==> src/rtl/vrot_pkg.sv <==
// Shared constants, axis codes and the CORDIC arctangent table for the vector rotator.
`default_nettype none
package vrot_pkg;

  localparam int COORD_BITS_DEF   = 32;
  localparam int ANGLE_BITS_DEF   = 16;
  localparam int CORDIC_STEPS_DEF = 16;

  // CORDIC datapath width: Q2.30 plus headroom
  localparam int CW = 33;

  // 1/K of an endless CORDIC, Q2.30
  localparam logic signed [CW-1:0] CORDIC_GAIN_Q30 = 33'sd652032874;
  localparam logic signed [CW-1:0] Q30_ONE         = 33'sd1073741824;

  // axis select codes
  localparam logic [1:0] AXIS_X    = 2'd0;
  localparam logic [1:0] AXIS_Y    = 2'd1;
  localparam logic [1:0] AXIS_Z    = 2'd2;
  localparam logic [1:0] AXIS_NONE = 2'd3;

  // fraction bits of the rounded sine / cosine
  function automatic int trig_frac(input int cb);
    return ((61 - cb) < 30) ? (61 - cb) : 30;
  endfunction

  // atan(2^-i) in units of 2^32 per turn
  function automatic logic [31:0] atan_turn(input int i);
    logic [31:0] r;
    case (i)
      0:  r = 32'h20000000;
      1:  r = 32'h12E4051E;
      2:  r = 32'h09FB385B;
      3:  r = 32'h051111D4;
      4:  r = 32'h028B0D43;
      5:  r = 32'h0145D7E1;
      6:  r = 32'h00A2F61E;
      7:  r = 32'h00517C55;
      8:  r = 32'h0028BE53;
      9:  r = 32'h00145F2F;
      10: r = 32'h000A2F98;
      11: r = 32'h000517CC;
      12: r = 32'h00028BE6;
      13: r = 32'h000145F3;
      14: r = 32'h0000A2FA;
      15: r = 32'h0000517D;
      16: r = 32'h000028BE;
      17: r = 32'h0000145F;
      18: r = 32'h00000A30;
      19: r = 32'h00000518;
      20: r = 32'h0000028C;
      21: r = 32'h00000146;
      22: r = 32'h000000A3;
      23: r = 32'h00000051;
      24: r = 32'h00000029;
      25: r = 32'h00000014;
      26: r = 32'h0000000A;
      27: r = 32'h00000005;
      28: r = 32'h00000003;
      29: r = 32'h00000001;
      30: r = 32'h00000001;
      default: r = 32'h00000000;
    endcase
    return r;
  endfunction

endpackage
`default_nettype wire

==> src/rtl/vrot_cstep.sv <==
// One CORDIC micro-rotation stage with its pipeline register.
`default_nettype none
module vrot_cstep
  import vrot_pkg::*;
#(
  parameter int IDX = 0,
  parameter int PLW = 98
) (
  input  wire logic                  clk,
  input  wire logic                  rst_n,
  input  wire logic                  adv,
  input  wire logic                  in_vld,
  input  wire logic signed [CW-1:0]  in_cx,
  input  wire logic signed [CW-1:0]  in_cy,
  input  wire logic signed [CW-1:0]  in_cz,
  input  wire logic [1:0]            in_quad,
  input  wire logic [PLW-1:0]        in_pl,
  output logic                       out_vld,
  output logic signed [CW-1:0]       out_cx,
  output logic signed [CW-1:0]       out_cy,
  output logic signed [CW-1:0]       out_cz,
  output logic [1:0]                 out_quad,
  output logic [PLW-1:0]             out_pl
);

  localparam logic signed [CW-1:0] ATAN = $signed({1'b0, atan_turn(IDX)});

  logic                     vld_r;
  logic signed [CW-1:0]     cx_r, cy_r, cz_r;
  logic signed [CW-1:0]     cx_nxt, cy_nxt, cz_nxt;
  logic signed [CW-1:0]     dx, dy;
  logic [1:0]               quad_r;
  logic [PLW-1:0]           pl_r;

  assign dx = in_cy >>> IDX;
  assign dy = in_cx >>> IDX;

  always_comb begin
    if (!in_cz[CW-1]) begin
      cx_nxt = in_cx - dx;
      cy_nxt = in_cy + dy;
      cz_nxt = in_cz - ATAN;
    end else begin
      cx_nxt = in_cx + dx;
      cy_nxt = in_cy - dy;
      cz_nxt = in_cz + ATAN;
    end
  end

  always_ff @(posedge clk) begin
    if (!rst_n) begin
      vld_r <= 1'b0;
    end else if (adv) begin
      vld_r <= in_vld;
    end
  end

  always_ff @(posedge clk) begin
    if (adv) begin
      cx_r   <= cx_nxt;
      cy_r   <= cy_nxt;
      cz_r   <= cz_nxt;
      quad_r <= in_quad;
      pl_r   <= in_pl;
    end
  end

  assign out_vld  = vld_r;
  assign out_cx   = cx_r;
  assign out_cy   = cy_r;
  assign out_cz   = cz_r;
  assign out_quad = quad_r;
  assign out_pl   = pl_r;

endmodule
`default_nettype wire

==> config.mk <==
export PLATFORM = sky130hd
export DESIGN_NAME = vrot_cstep
export DESIGN_NICKNAME = d
export VERILOG_FILES = /design/src/rtl/vrot_pkg.sv /design/src/rtl/vrot_cstep.sv
export SDC_FILE = /design/constraint.sdc
export NUM_CORES = 1
export LEC_CHECK = 0
export BUFFER_PORTS_ARGS = -buffer_cell sky130_fd_sc_hd__buf_2
export CAP_MARGIN = 20
export CORE_MARGIN = 10
export CORE_UTILIZATION = 40
export DETAILED_ROUTE_END_ITERATION = 7
export PLACE_DENSITY = 0.69
export SETUP_SLACK_MARGIN = 0.2
export SLEW_MARGIN = 20
export SYNTH_ARGS = -nofsm -noshare
export SYNTH_HDL_FRONTEND = slang
export SYNTH_SLANG_ARGS = --single-unit
==> constraint.sdc <==
create_clock -name clk -period 3.97 [get_ports clk]
set_input_delay 0.397 -clock clk [delete_from_list [all_inputs] [get_ports clk]]
set_output_delay 0.397 -clock clk [all_outputs]
set_load 0.02 [all_outputs]
* After elaboration in Yosys (flattened, before gate mapping)
Index checks and enable logic that the tools add are counted.
Widths: inputs -> output; s select.
** Storage, ports and cells
- Output and inout port bits :: 200
- Logic and storage cells :: 14
- Bits of input ports :: 203
- Flip-flop bits (word level) :: 200
** Operators by class
- Mux-type cells :: 3
- $add $sub $neg :: 5
** Operator list (number)
- $mux 33 :: 3
- $sub 33x33->33 :: 2
- $add 33x31->33 const B :: 1
- $add 33x33->33 :: 1
- $sub 33x31->33 const B :: 1

* Longest topological paths before layout
Gate-level depths: netlist of run 1.
- Depth in word-level cells :: 2
- Gate-level depth with buffers :: 12
- Mapped depth without buffers :: 12

* Worst setup path after synthesis of run 1
Ideal clock, no wire load.
- Path kind :: input -> register
- Start :: input port in_cx[5]
- End :: register cx_r[32], in the netlist out_cx[32], data pin
- Data required time :: 3.709 ns
- Path buffers :: 1
- Stages :: 11
- Setup slack :: 1.118 ns
- Setup time :: 0.261 ns
- Arrival :: 2.591 ns
- Cells stage by stage :: inv_1 ha_1 buf_6 and3_4 a221o_1 a21o_1 nor4b_2 nor3_1 o41ai_2 a21oi_1 a311o_1
** On the way
- Longest elaborated chain between the ends :: 2
- Elaborated cells between the ends (all ways) :: 3
- Classes of those cells :: add/sub: 2; mux: 1
** RTL lines
- from (decl) :: line vrot_cstep.sv:13 : input wire logic signed [CW-1:0] in_cx,
- $sub 33x33->33 / $add 33x33->33 (equally long branches) :: line vrot_cstep.sv:40, vrot_cstep.sv:44
- $mux 33 * :: line vrot_cstep.sv:39 : if (!in_cz[CW-1]) begin
- net cx_nxt[32] :: line vrot_cstep.sv:30 : logic signed [CW-1:0] cx_nxt, cy_nxt, cz_nxt;
- to (signal assigned) :: line vrot_cstep.sv:60 : cx_r <= cx_nxt;
- to (decl) :: line vrot_cstep.sv:29 : logic signed [CW-1:0] cx_r, cy_r, cz_r;
The timed path passes the listed nets; every way through them passes the cells marked *.
A chain may end at the register's enable or synchronous reset.

* Worst setup path after layout of run 1
- Start :: input port in_cx[23]
- End :: register cx_r[32], in the netlist out_cx[32], data pin
Same word-level chain as after synthesis.

==> results.cfg, run 1 <==
[run_status]
status = complete, no violations

[routing]
ant_nets = 0
drtIter0Drc = 1160
num_vias = 10200
routed_via_density = 5.43
first_pass_iters = 5
drt-total-wl_um = 44400
drc = 0
drt-wirelength-per-cell_um = 23.6

[worst_setup_path]
r2r-end = out_vld
timing.rr.start = out_vld
r2r_setup_slack_ps = 3370
worstSetupStartpointType = input port
ff2ff_path_depth = 2
crit_path_end_kind = flop
cp.arrival_ps = 3380
cp_max_fo = 14
crit_required_ps = 4160
crit_type = in -> reg

[cells_and_area]
post-route-util_pct = 51.5
drive_gt1_share_pct = 32.2
areaGrowthSynthToFinish_pct = 26.4
finalNonFillerCells = 1881
multi_input_area_um2 = 5220
n_fill_cell = 2686
seq_area_um2 = 5970
nets = 1794

[sta]
final.min_clock_period_ps = 3190
max_slew_margin_pct = 40.9
maxSlewViolCount = 0
worst_pin_slew_ps = 875
final_hold_viol_count = 0
timing.final.crit_share_pct = 80.3
timing.hold.ws_ps = 134
setup_viol = 0
rsz0062_at_grt = no
tns_ps = 0
skew_ps = 0
max_freq_mhz = 314

[placement]
place_hpwl_um = 36600
io_buffers = 402
dp_cells = 1846
place.gp.congestion = 0.964

[yosys]
synth.area.top_cells = edfxtp_1 (50%), ha_1 (11%), a21oi_1 (5.7%)
synthXorXnorAreaFrac_pct = 4.68
synthArstFlopShare_pct = 0
yosys.area_share.simple_pct = 8.41
netlist_area_um2 = 11800
synth_top_area_cell = edfxtp_1
synthAdderAreaFrac_pct = 11.9
synth_edf_count = 198
synth_compound_area_share_pct = 18.0
syn_nets = 1390
ys_types = 71
ys_seq_area_share_pct = 50.6
yosys_register_bits = 199
synth_flop_cell = edfxtp_1
ys_warn_count = 0
yosysTopAreaCellShare_pct = 50.4
avgSynthCellArea_um2 = 11.0
synth_top_family_by_area = compound AO/OA/AOI/OAI gates
netlist_instances = 1077
synth_mux_area_share_pct = 1.27

[power]
seqPwrFrac_pct = 43.0
power.net_switching_mw = 2.10
intPower_mw = 4.10
comb_power_share_pct = 28.7
pwr-share-clk_pct = 28.3
p_leak_nw = 6.62
p_per_area_nw_per_um2 = 416
p_sw_share_pct = 33.9
peakVddDrop_mv = 0.273

[floorplanning]
initial_core_util_pct = 40.8
core-area_um2 = 28900
die_area_um2 = 36800
fp.dieW_um = 192
ios = 403
chipHeight_um = 192
rows = 62

[clock_tree]
hold_buffers = 0
htreeDepth = 4
post_cts_buffers = 0
ctsResizeCount = 0
ctsRootBufferMaster = clkbuf_16
clock_path_buffers = 2
tritoncts = built
clkTransAtPathRegs_ps = 80
cts_buffers = 17
clkSinkCount = 199
insertion_delay_ps = 430

[job]
cap_viol_max_count = 0

[global_routing]
grt_overflow = 0
antenna_found_initial = 5
grt_use_total_pct = 22.8
grt_max_degree = 95
grt_pass1_wl_um = 62900
grt_pass1_vias = 9959

[hold_path]
holdCritStartpoint = in_cz[7]
whs_path_depth = 1
holdCritPathClass = in -> reg
holdPathEnd = out_cz[7]
## synth_stat cells, types with 5 or more instances
library cell,count
edfxtp_1,198
a21oi_1,134
ha_1,106
inv_1,102
o21ai_0,71
nor2_1,70
xnor2_1,52
nand2_1,45
a21o_1,20
clkbuf_1,19
nand3_1,16
o31ai_1,16
mux2i_1,15
nor3_1,15
nand4_1,12
nor2b_1,12
a211oi_1,11
buf_2,11
nor4_1,11
o21bai_1,11
xor2_1,11
o211ai_1,10
or3_1,7
a211o_1,5
buf_1,5
buf_4,5
o21a_1,5
o21ai_1,5
o221ai_1,5
## registers in the layout, summed over array words and instances (netlist names)
signal    cells
out_vld       1
out_cz       33
out_cy       32
out_cx       33
out_quad      2
out_pl       98
## how the worst max path moves through the flow
stage                    from          to  slack [ps]  cells after the start
floorplan            in_cx[5]  out_cx[32]        1120                     11
global placement    in_cx[23]  out_cx[32]         480                     12
detailed placement  in_cx[13]  out_cy[32]         450                     12
CTS                 in_cx[23]  out_cx[32]         910                     12
global route        in_cx[23]  out_cx[32]         690                     12
finish              in_cx[23]  out_cx[32]         780                     12
## layer usage
layer  part of all wire [%]  GRT usage (%)  up-vias  wire, um
li1                       -              -     4746         -
met1                     40           28.3     4862     17700
met2                     48           37.9      524     21300
met3                    8.8           5.13       71      3930
met4                    3.3           8.47        4      1470
met5                  0.061              0        -        27
## metrics by stage
step	power (mW)	cell area [um2]	worst slack (ps)
2_1_floorplan	3.73	11800	1120
3_3_place_gp	4.47	14300	476
3_5_place_dp	4.48	14300	454
4_1_cts	6.23	14900	907
5_1_grt	6.46	14900	685
6_report	6.20	14900	782
## cells in the final DEF (no fill, tap or decap), types with 7 or more instances in the layout
master	n
a211oi_1	11
a21o_1	20
a21oi_1	134
buf_2	401
buf_4	24
clkbuf_16	17
edfxtp_1	198
ha_1	106
inv_1	102
mux2i_1	15
nand2_1	45
nand3_1	16
nand4_1	12
nor2_1	70
nor2b_1	12
nor3_1	15
nor4_1	11
o211ai_1	10
o21ai_0	71
o21bai_1	11
o31ai_1	16
or3_1	7
xnor2_1	52
xor2_1	11
## cell families after synthesis
| family | count (synthesis) |
|---|---|
| AO/OA/AOI/OAI | 334 |
| AND/OR/NAND/NOR | 206 |
| flip-flops | 199 |
| buffers and inverters | 150 |
| adder cells (fa/ha/maj) | 110 |
| XOR/XNOR | 63 |
| multiplexers | 15 |
## power groups by stage
stage / Clock [mW] / Combinational, mW / Sequential [mW]
6_report: 1.76 / 1.78 / 2.67
5_1_grt: 1.87 / 1.90 / 2.69
4_1_cts: 1.79 / 1.77 / 2.67
3_5_place_dp: 0 / 1.76 / 2.72
3_3_place_gp: 0 / 1.76 / 2.71
2_1_floorplan: 0 / 0.725 / 3.01
## worst max-delay path, stage by stage
cell and delay (ps):
buf_2 110, inv_1 50, ha_1 480, a21oi_1 460, o21ai_0 190, nand2_1 100, o311ai_0 280, nor4b_2 450
nor3_1 150, o41ai_2 340, a21oi_1 70, a311o_1 290
## area by class of cell
type,instances,share of cell area (%)
Antenna cell,3,0.0504
Clock buffer,18,2.88
Clock inverter,14,1.20
Inverter,108,2.72
Multi-Input combinational cell,728,35.0
Sequential cell,199,40.0
Tap cell,384,3.22
Timing Repair Buffer,427,14.9
Power figures use the tool's default switching activity.
==> run 2: changes to the inputs <==
- ABC_AREA: default -> 1
- PLACE_DENSITY: 0.69 -> 0.67
- clock period: 3.97 -> 2.95 ns (I/O delays scaled with it)
==> run 2 against run 1 <==
Against the previous run: utilization decreased by 1.8 points; sequential power grew 32%; flip-flop and latch count unchanged; clock-buffer cell count unchanged; routed wire length is 20% higher; synthesized area up 16%; hold slack got worse by 120 ps; via count rose by 30%; critical endpoint is now out_cx[24]; non-clock buffer count decreased by 13.
==> results.cfg, run 2 <==
[cells_and_area]
largest_reg_flops = 98
n_fill_cell = 3320
final_cell_mix = nand2_1 (580), buf_2 (401), inv_1 (318), edfxtp_1 (198), nor2_1 (153)
multi_input_area_um2 = 6240
finalNonFillerCells = 2636
nets = 2482
areaGrowthSynthToFinish_pct = 22.5
seq_area_um2 = 5970
final_common_cell = nand2_1
drive_gt1_share_pct = 20.9

[yosys]
synth_flop_cell = edfxtp_1
synth_commonest_cells = nand2_1 (580), inv_1 (319), edfxtp_1 (198), nor2_1 (153), nand3_1 (142)
synth.most_common_cell = nand2_1
avgSynthCellArea_um2 = 7.68
synth_top_area_cell = edfxtp_1
yosys_register_bits = 199
ys_types = 34
ys_warn_count = 0
synthArstFlopShare_pct = 0
yosysTopAreaCellShare_pct = 43.5
synth.area.top_cells = edfxtp_1 (44%), nand2_1 (16%), ha_1 (9.7%)
syn_nets = 2092
netlist_instances = 1779
netlist_area_um2 = 13700
synth_edf_count = 198
ys_seq_area_share_pct = 43.7

[global_routing]
grt_overflow = 0
grtUsageMet2_pct = 42.3
busiest_layer = met2
grt_pass1_vias = 12700
met1_usage_pct = 30.1
grt_max_degree = 68
grt_use_total_pct = 24.4
grt_pass1_wl_um = 77000
antenna_found_initial = 10
globalRouteMet3Util_pct = 4.79

[floorplanning]
rows = 67
ios = 403
initial_core_util_pct = 40.6
fp.dieW_um = 205
die_area_um2 = 41900
chipHeight_um = 205
core-area_um2 = 33600

[worst_setup_path]
cp_max_fo = 5
cp_cell_sequence = buf_2, inv_1, ha_1, fa_1, o21ai_1, nand2_1, nand2_1, nand2_1, nand2_1, nand2_1, nand2_1, nand2_1, nand3_1, nand2_1
crit_path_end_kind = flop
crit_family = simple AND/OR/NAND/NOR gates
cp_num_buf_inv = 2
crit_top_cell = nand2_1
cpPeakStageDelay_ps = 500
crit_type = in -> reg
crit_required_ps = 3140
critical_path.slowest_cell = fa_1
cp.arrival_ps = 2390
worstSetupStartpointType = input port

[sta]
tns_ps = 0
final.min_clock_period_ps = 2190
skew_ps = 0
max_freq_mhz = 456
final_hold_viol_count = 0
worst_pin_slew_ps = 743
timing.final.crit_share_pct = 74.4
max_slew_margin_pct = 50.5
rsz0062_at_grt = no
maxSlewViolCount = 0
setup_viol = 0

[placement]
place.gp.congestion = 0.966
io_buffers = 402
dp_cells = 2598
place_hpwl_um = 45100

[power]
peakVddDrop_mv = 0.376
power.total_mw = 8.51
p_per_area_nw_per_um2 = 509
p_leak_nw = 8.73

[clock_tree]
clkTransAtPathRegs_ps = 90
ctsResizeCount = 0
cts_buffers = 17
clkSinkCount = 199
htreeDepth = 4
hold_buffers = 0
post_cts_buffers = 0
clock_path_buffers = 2
ctsRootBufferMaster = clkbuf_16
insertion_delay_ps = 440
tritoncts = built

[routing]
num_vias = 13200
drt-wirelength-per-cell_um = 20.3
drt-total-wl_um = 53400
ant_nets = 0
drc = 0
routed_via_density = 5.01
drtIter0Drc = 1115
first_pass_iters = 6

[hold_path]
holdCritPathClass = in -> reg

[run_status]
status = complete, no violations

[job]
cap_viol_max_count = 0
-- run 2: per-layer routing --
| layer | wire [um] | share of wire (%) | up-vias |
|---|---|---|---|
| met2 | 25600 | 48 | 573 |
| met4 | 1450 | 2.7 | 12 |
| met1 | 21800 | 41 | 6145 |
| met5 | 71 | 0.13 | - |
| met3 | 4420 | 8.3 | 76 |
| li1 | - | - | 6413 |
-- run 2: final timing paths --
check / cells after the start / startpoint / to / slack, ps
worst max-delay path: 14 / in_cx[0] / out_cx[24] / 760
worst min-delay path: 1 / in_pl[89] / out_pl[89] / 20
worst max register to register: 2 / out_vld / out_vld / 2310
worst min register to register: 2 / out_vld / out_vld / 550
-- run 2: area by class of cell --
| class | instances | area share [%] |
|---|---|---|
| well taps | 448 | 3.35 |
| flip-flops and latches | 199 | 35.7 |
| clock inverters | 14 | 1.09 |
| inverters | 320 | 7.18 |
| repair buffers | 414 | 12.8 |
| diodes | 6 | 0.0897 |
| multi-input cells | 1217 | 37.3 |
| clock buffers | 18 | 2.57 |
-- run 2: report_power, final --
group | switching [mW] | internal, mW | total [mW]
clock | 1.27 | 1.16 | 2.43
sequential | 0.0794 | 3.45 | 3.53
combinational | 1.79 | 0.763 | 2.55
-- run 2: cell families (layout without fill, tap and decap cells) --
kind of cell,after synthesis,in the layout,share of synthesized area (%)
AO/OA/AOI/OAI,171,171,6.79
adder cells (fa/ha/maj),110,110,10.3
AND/OR/NAND/NOR,910,910,26.9
flip-flops,199,199,43.7
XOR/XNOR,25,25,1.60
other,0,6,0
multiplexers,1,1,0.0733
buffers and inverters,363,766,10.6
-- run 2: per-stage QoR --
stage	worst slack, ps	cell area (um2)	util, %	hold slack, ps
floorplan	927	13700	-	388
global placement	309	16100	47.9	471
detailed placement	301	16100	47.9	473
CTS	768	16700	49.7	2.61
global route	504	16700	49.7	2.73
finish	756	16700	49.8	18.3
==> run 3: changes to the inputs <==
- PLACE_DENSITY: 0.67 -> 0.7
- clock period: 2.95 -> 1.83 ns (I/O delays scaled with it)
==> run 3 against run 2 <==
Against the previous run: non-clock buffer count up 358; die area unchanged; routed wire length up 10%; register-to-register slack worse by 1700 ps; via count up 12%; largest power group unchanged; combinational power up 120%; critical endpoint is now out_cx[14]; global-route usage up 2.6 points; critical path depth down 3; sequential share of layout area down 7.1 points.
==> results.cfg, run 3 (same netlist as run 2, synthesis figures left out) <==
[cells_and_area]
largest_reg_flops = 98
post-route-util_pct = 62.2
areaGrowthSynthToFinish_pct = 53.1
nets = 2840
drive_gt1_share_pct = 36.7
final_cell_mix = nand2_1 (511), buf_2 (398), inv_1 (280), buf_4 (233), edfxtp_1 (198)
final_common_cell = nand2_1

[job]
cap_viol_max_count = 0

[worst_setup_path]
cp_max_fo = 3
crit_required_ps = 2080
cp.arrival_ps = 1860
crit_type = in -> reg
setup.worst_path.start = in_cx[0]
timing.rr.start = out_vld
crit_path_end_kind = flop
worstSetupStartpointType = input port

[floorplanning]
initial_core_util_pct = 40.6
core-area_um2 = 33600
chipHeight_um = 205
ios = 403
rows = 67
die_area_um2 = 41900
fp.dieW_um = 205

[sta]
max_freq_mhz = 623
max_slew_margin_pct = 63.8
final_hold_viol_count = 0
rsz0062_at_grt = yes
skew_ps = 0
final.min_clock_period_ps = 1610
worst_pin_slew_ps = 543
setup_viol = 0
maxSlewViolCount = 0
timing.final.crit_share_pct = 87.7
timing.hold.ws_ps = 116
tns_ps = 0

[global_routing]
grt_pass1_vias = 14400
antenna_found_initial = 2
grt_max_degree = 53
grt_pass1_wl_um = 86000
grt_use_total_pct = 27.1
grt_overflow = 0

[routing]
drt-total-wl_um = 58800
num_vias = 14800
ant_nets = 0
drtIter0Drc = 1113
routed_via_density = 4.95
drc = 0
drt-wirelength-per-cell_um = 19.7
first_pass_iters = 5

[clock_tree]
clkTransAtPathRegs_ps = 80
insertion_delay_ps = 450
ctsRootBufferMaster = clkbuf_16
clkSinkCount = 199
htreeDepth = 4
clock_path_buffers = 2
cts_buffers = 17
tritoncts = built

[placement]
io_buffers = 402
place_hpwl_um = 47400
place.gp.congestion = 0.956

[power]
power.total_mw = 15.2
peakVddDrop_mv = 0.673
p_leak_nw = 10.5
p_per_area_nw_per_um2 = 729

[run_status]
status = complete, no violations

[hold_path]
holdCritStartpoint = in_cz[30]
holdCritPathClass = in -> reg
==> run 3: changes by cell type in the layout (fill, tap and decap cells not counted), sizes merged <==
cell	delta
buf	+225
bufinv	+2
clkinv	-3
clkinvlp	+2
diode	-4
dlygate4sd3	+132
==> run 3: repair_timing <==
action	in CTS	in global routing
endpoints found under the setup margin	25	44
endpoints found under the hold margin	131	0
gates resized for setup	7	127
pin swaps	0	21
buffers inserted	0	4
hold buffers	132	0
==> run 3: layout make-up <==
cell class / count / area [um2]
Inverter: 320 / 1220
Clock inverter: 15 / 189
Fill cell: 2886 / 12700
Clock buffer: 17 / 425
Tap cell: 448 / 561
Antenna cell: 2 / 5.00
Timing Repair Buffer: 772 / 5210
Sequential cell: 199 / 5970
Multi-Input combinational cell: 1217 / 7330
==> run 3: path summary, 6_finish.rpt <==
path         cells after the start  slack (ps)    endpoint
max                             11         220  out_cx[14]
min                              2         120  out_cz[30]
max reg2reg                      3         650     out_vld
min reg2reg                      3        1090     out_vld
==> run 3: stage by stage <==
stage                     area (um2)  std cells  setup WS (ps)
after floorplan                14400       1779            113
after global placement         18400       2820           -313
after detailed placement       18400       2820           -389
after CTS                      20400       2984            203
after global routing           20900       2990            146
final                          20900       2990            224
==> run 3: metal layers <==
| layer | track usage, % | vias up | wire length [um] |
|---|---|---|---|
| met4 | 10.1 | 0 | 2330 |
| met5 | 0 | - | 0 |
| met2 | 46.0 | 624 | 28500 |
| li1 | - | 7136 | - |
| met1 | 33.5 | 6928 | 24000 |
| met3 | 5.01 | 112 | 4020 |
==> run 3: critical path, stage by stage <==
cell	delay (ps)
clkbuf_4	150
ha_4	170
fa_2	350
nand2_1	70
nand2_1	80
nand3_1	110
nand2_2	90
nand3_1	90
nand2_2	120
xor2_1	180
o21ai_0	260
==> run 3: report_power, final <==
group          switching (mW)  internal [mW]  total, mW
sequential              0.129           5.57       5.69
combinational            3.38           2.13       5.51
clock                    1.95           2.08       4.03
total                    5.46           9.78       15.2
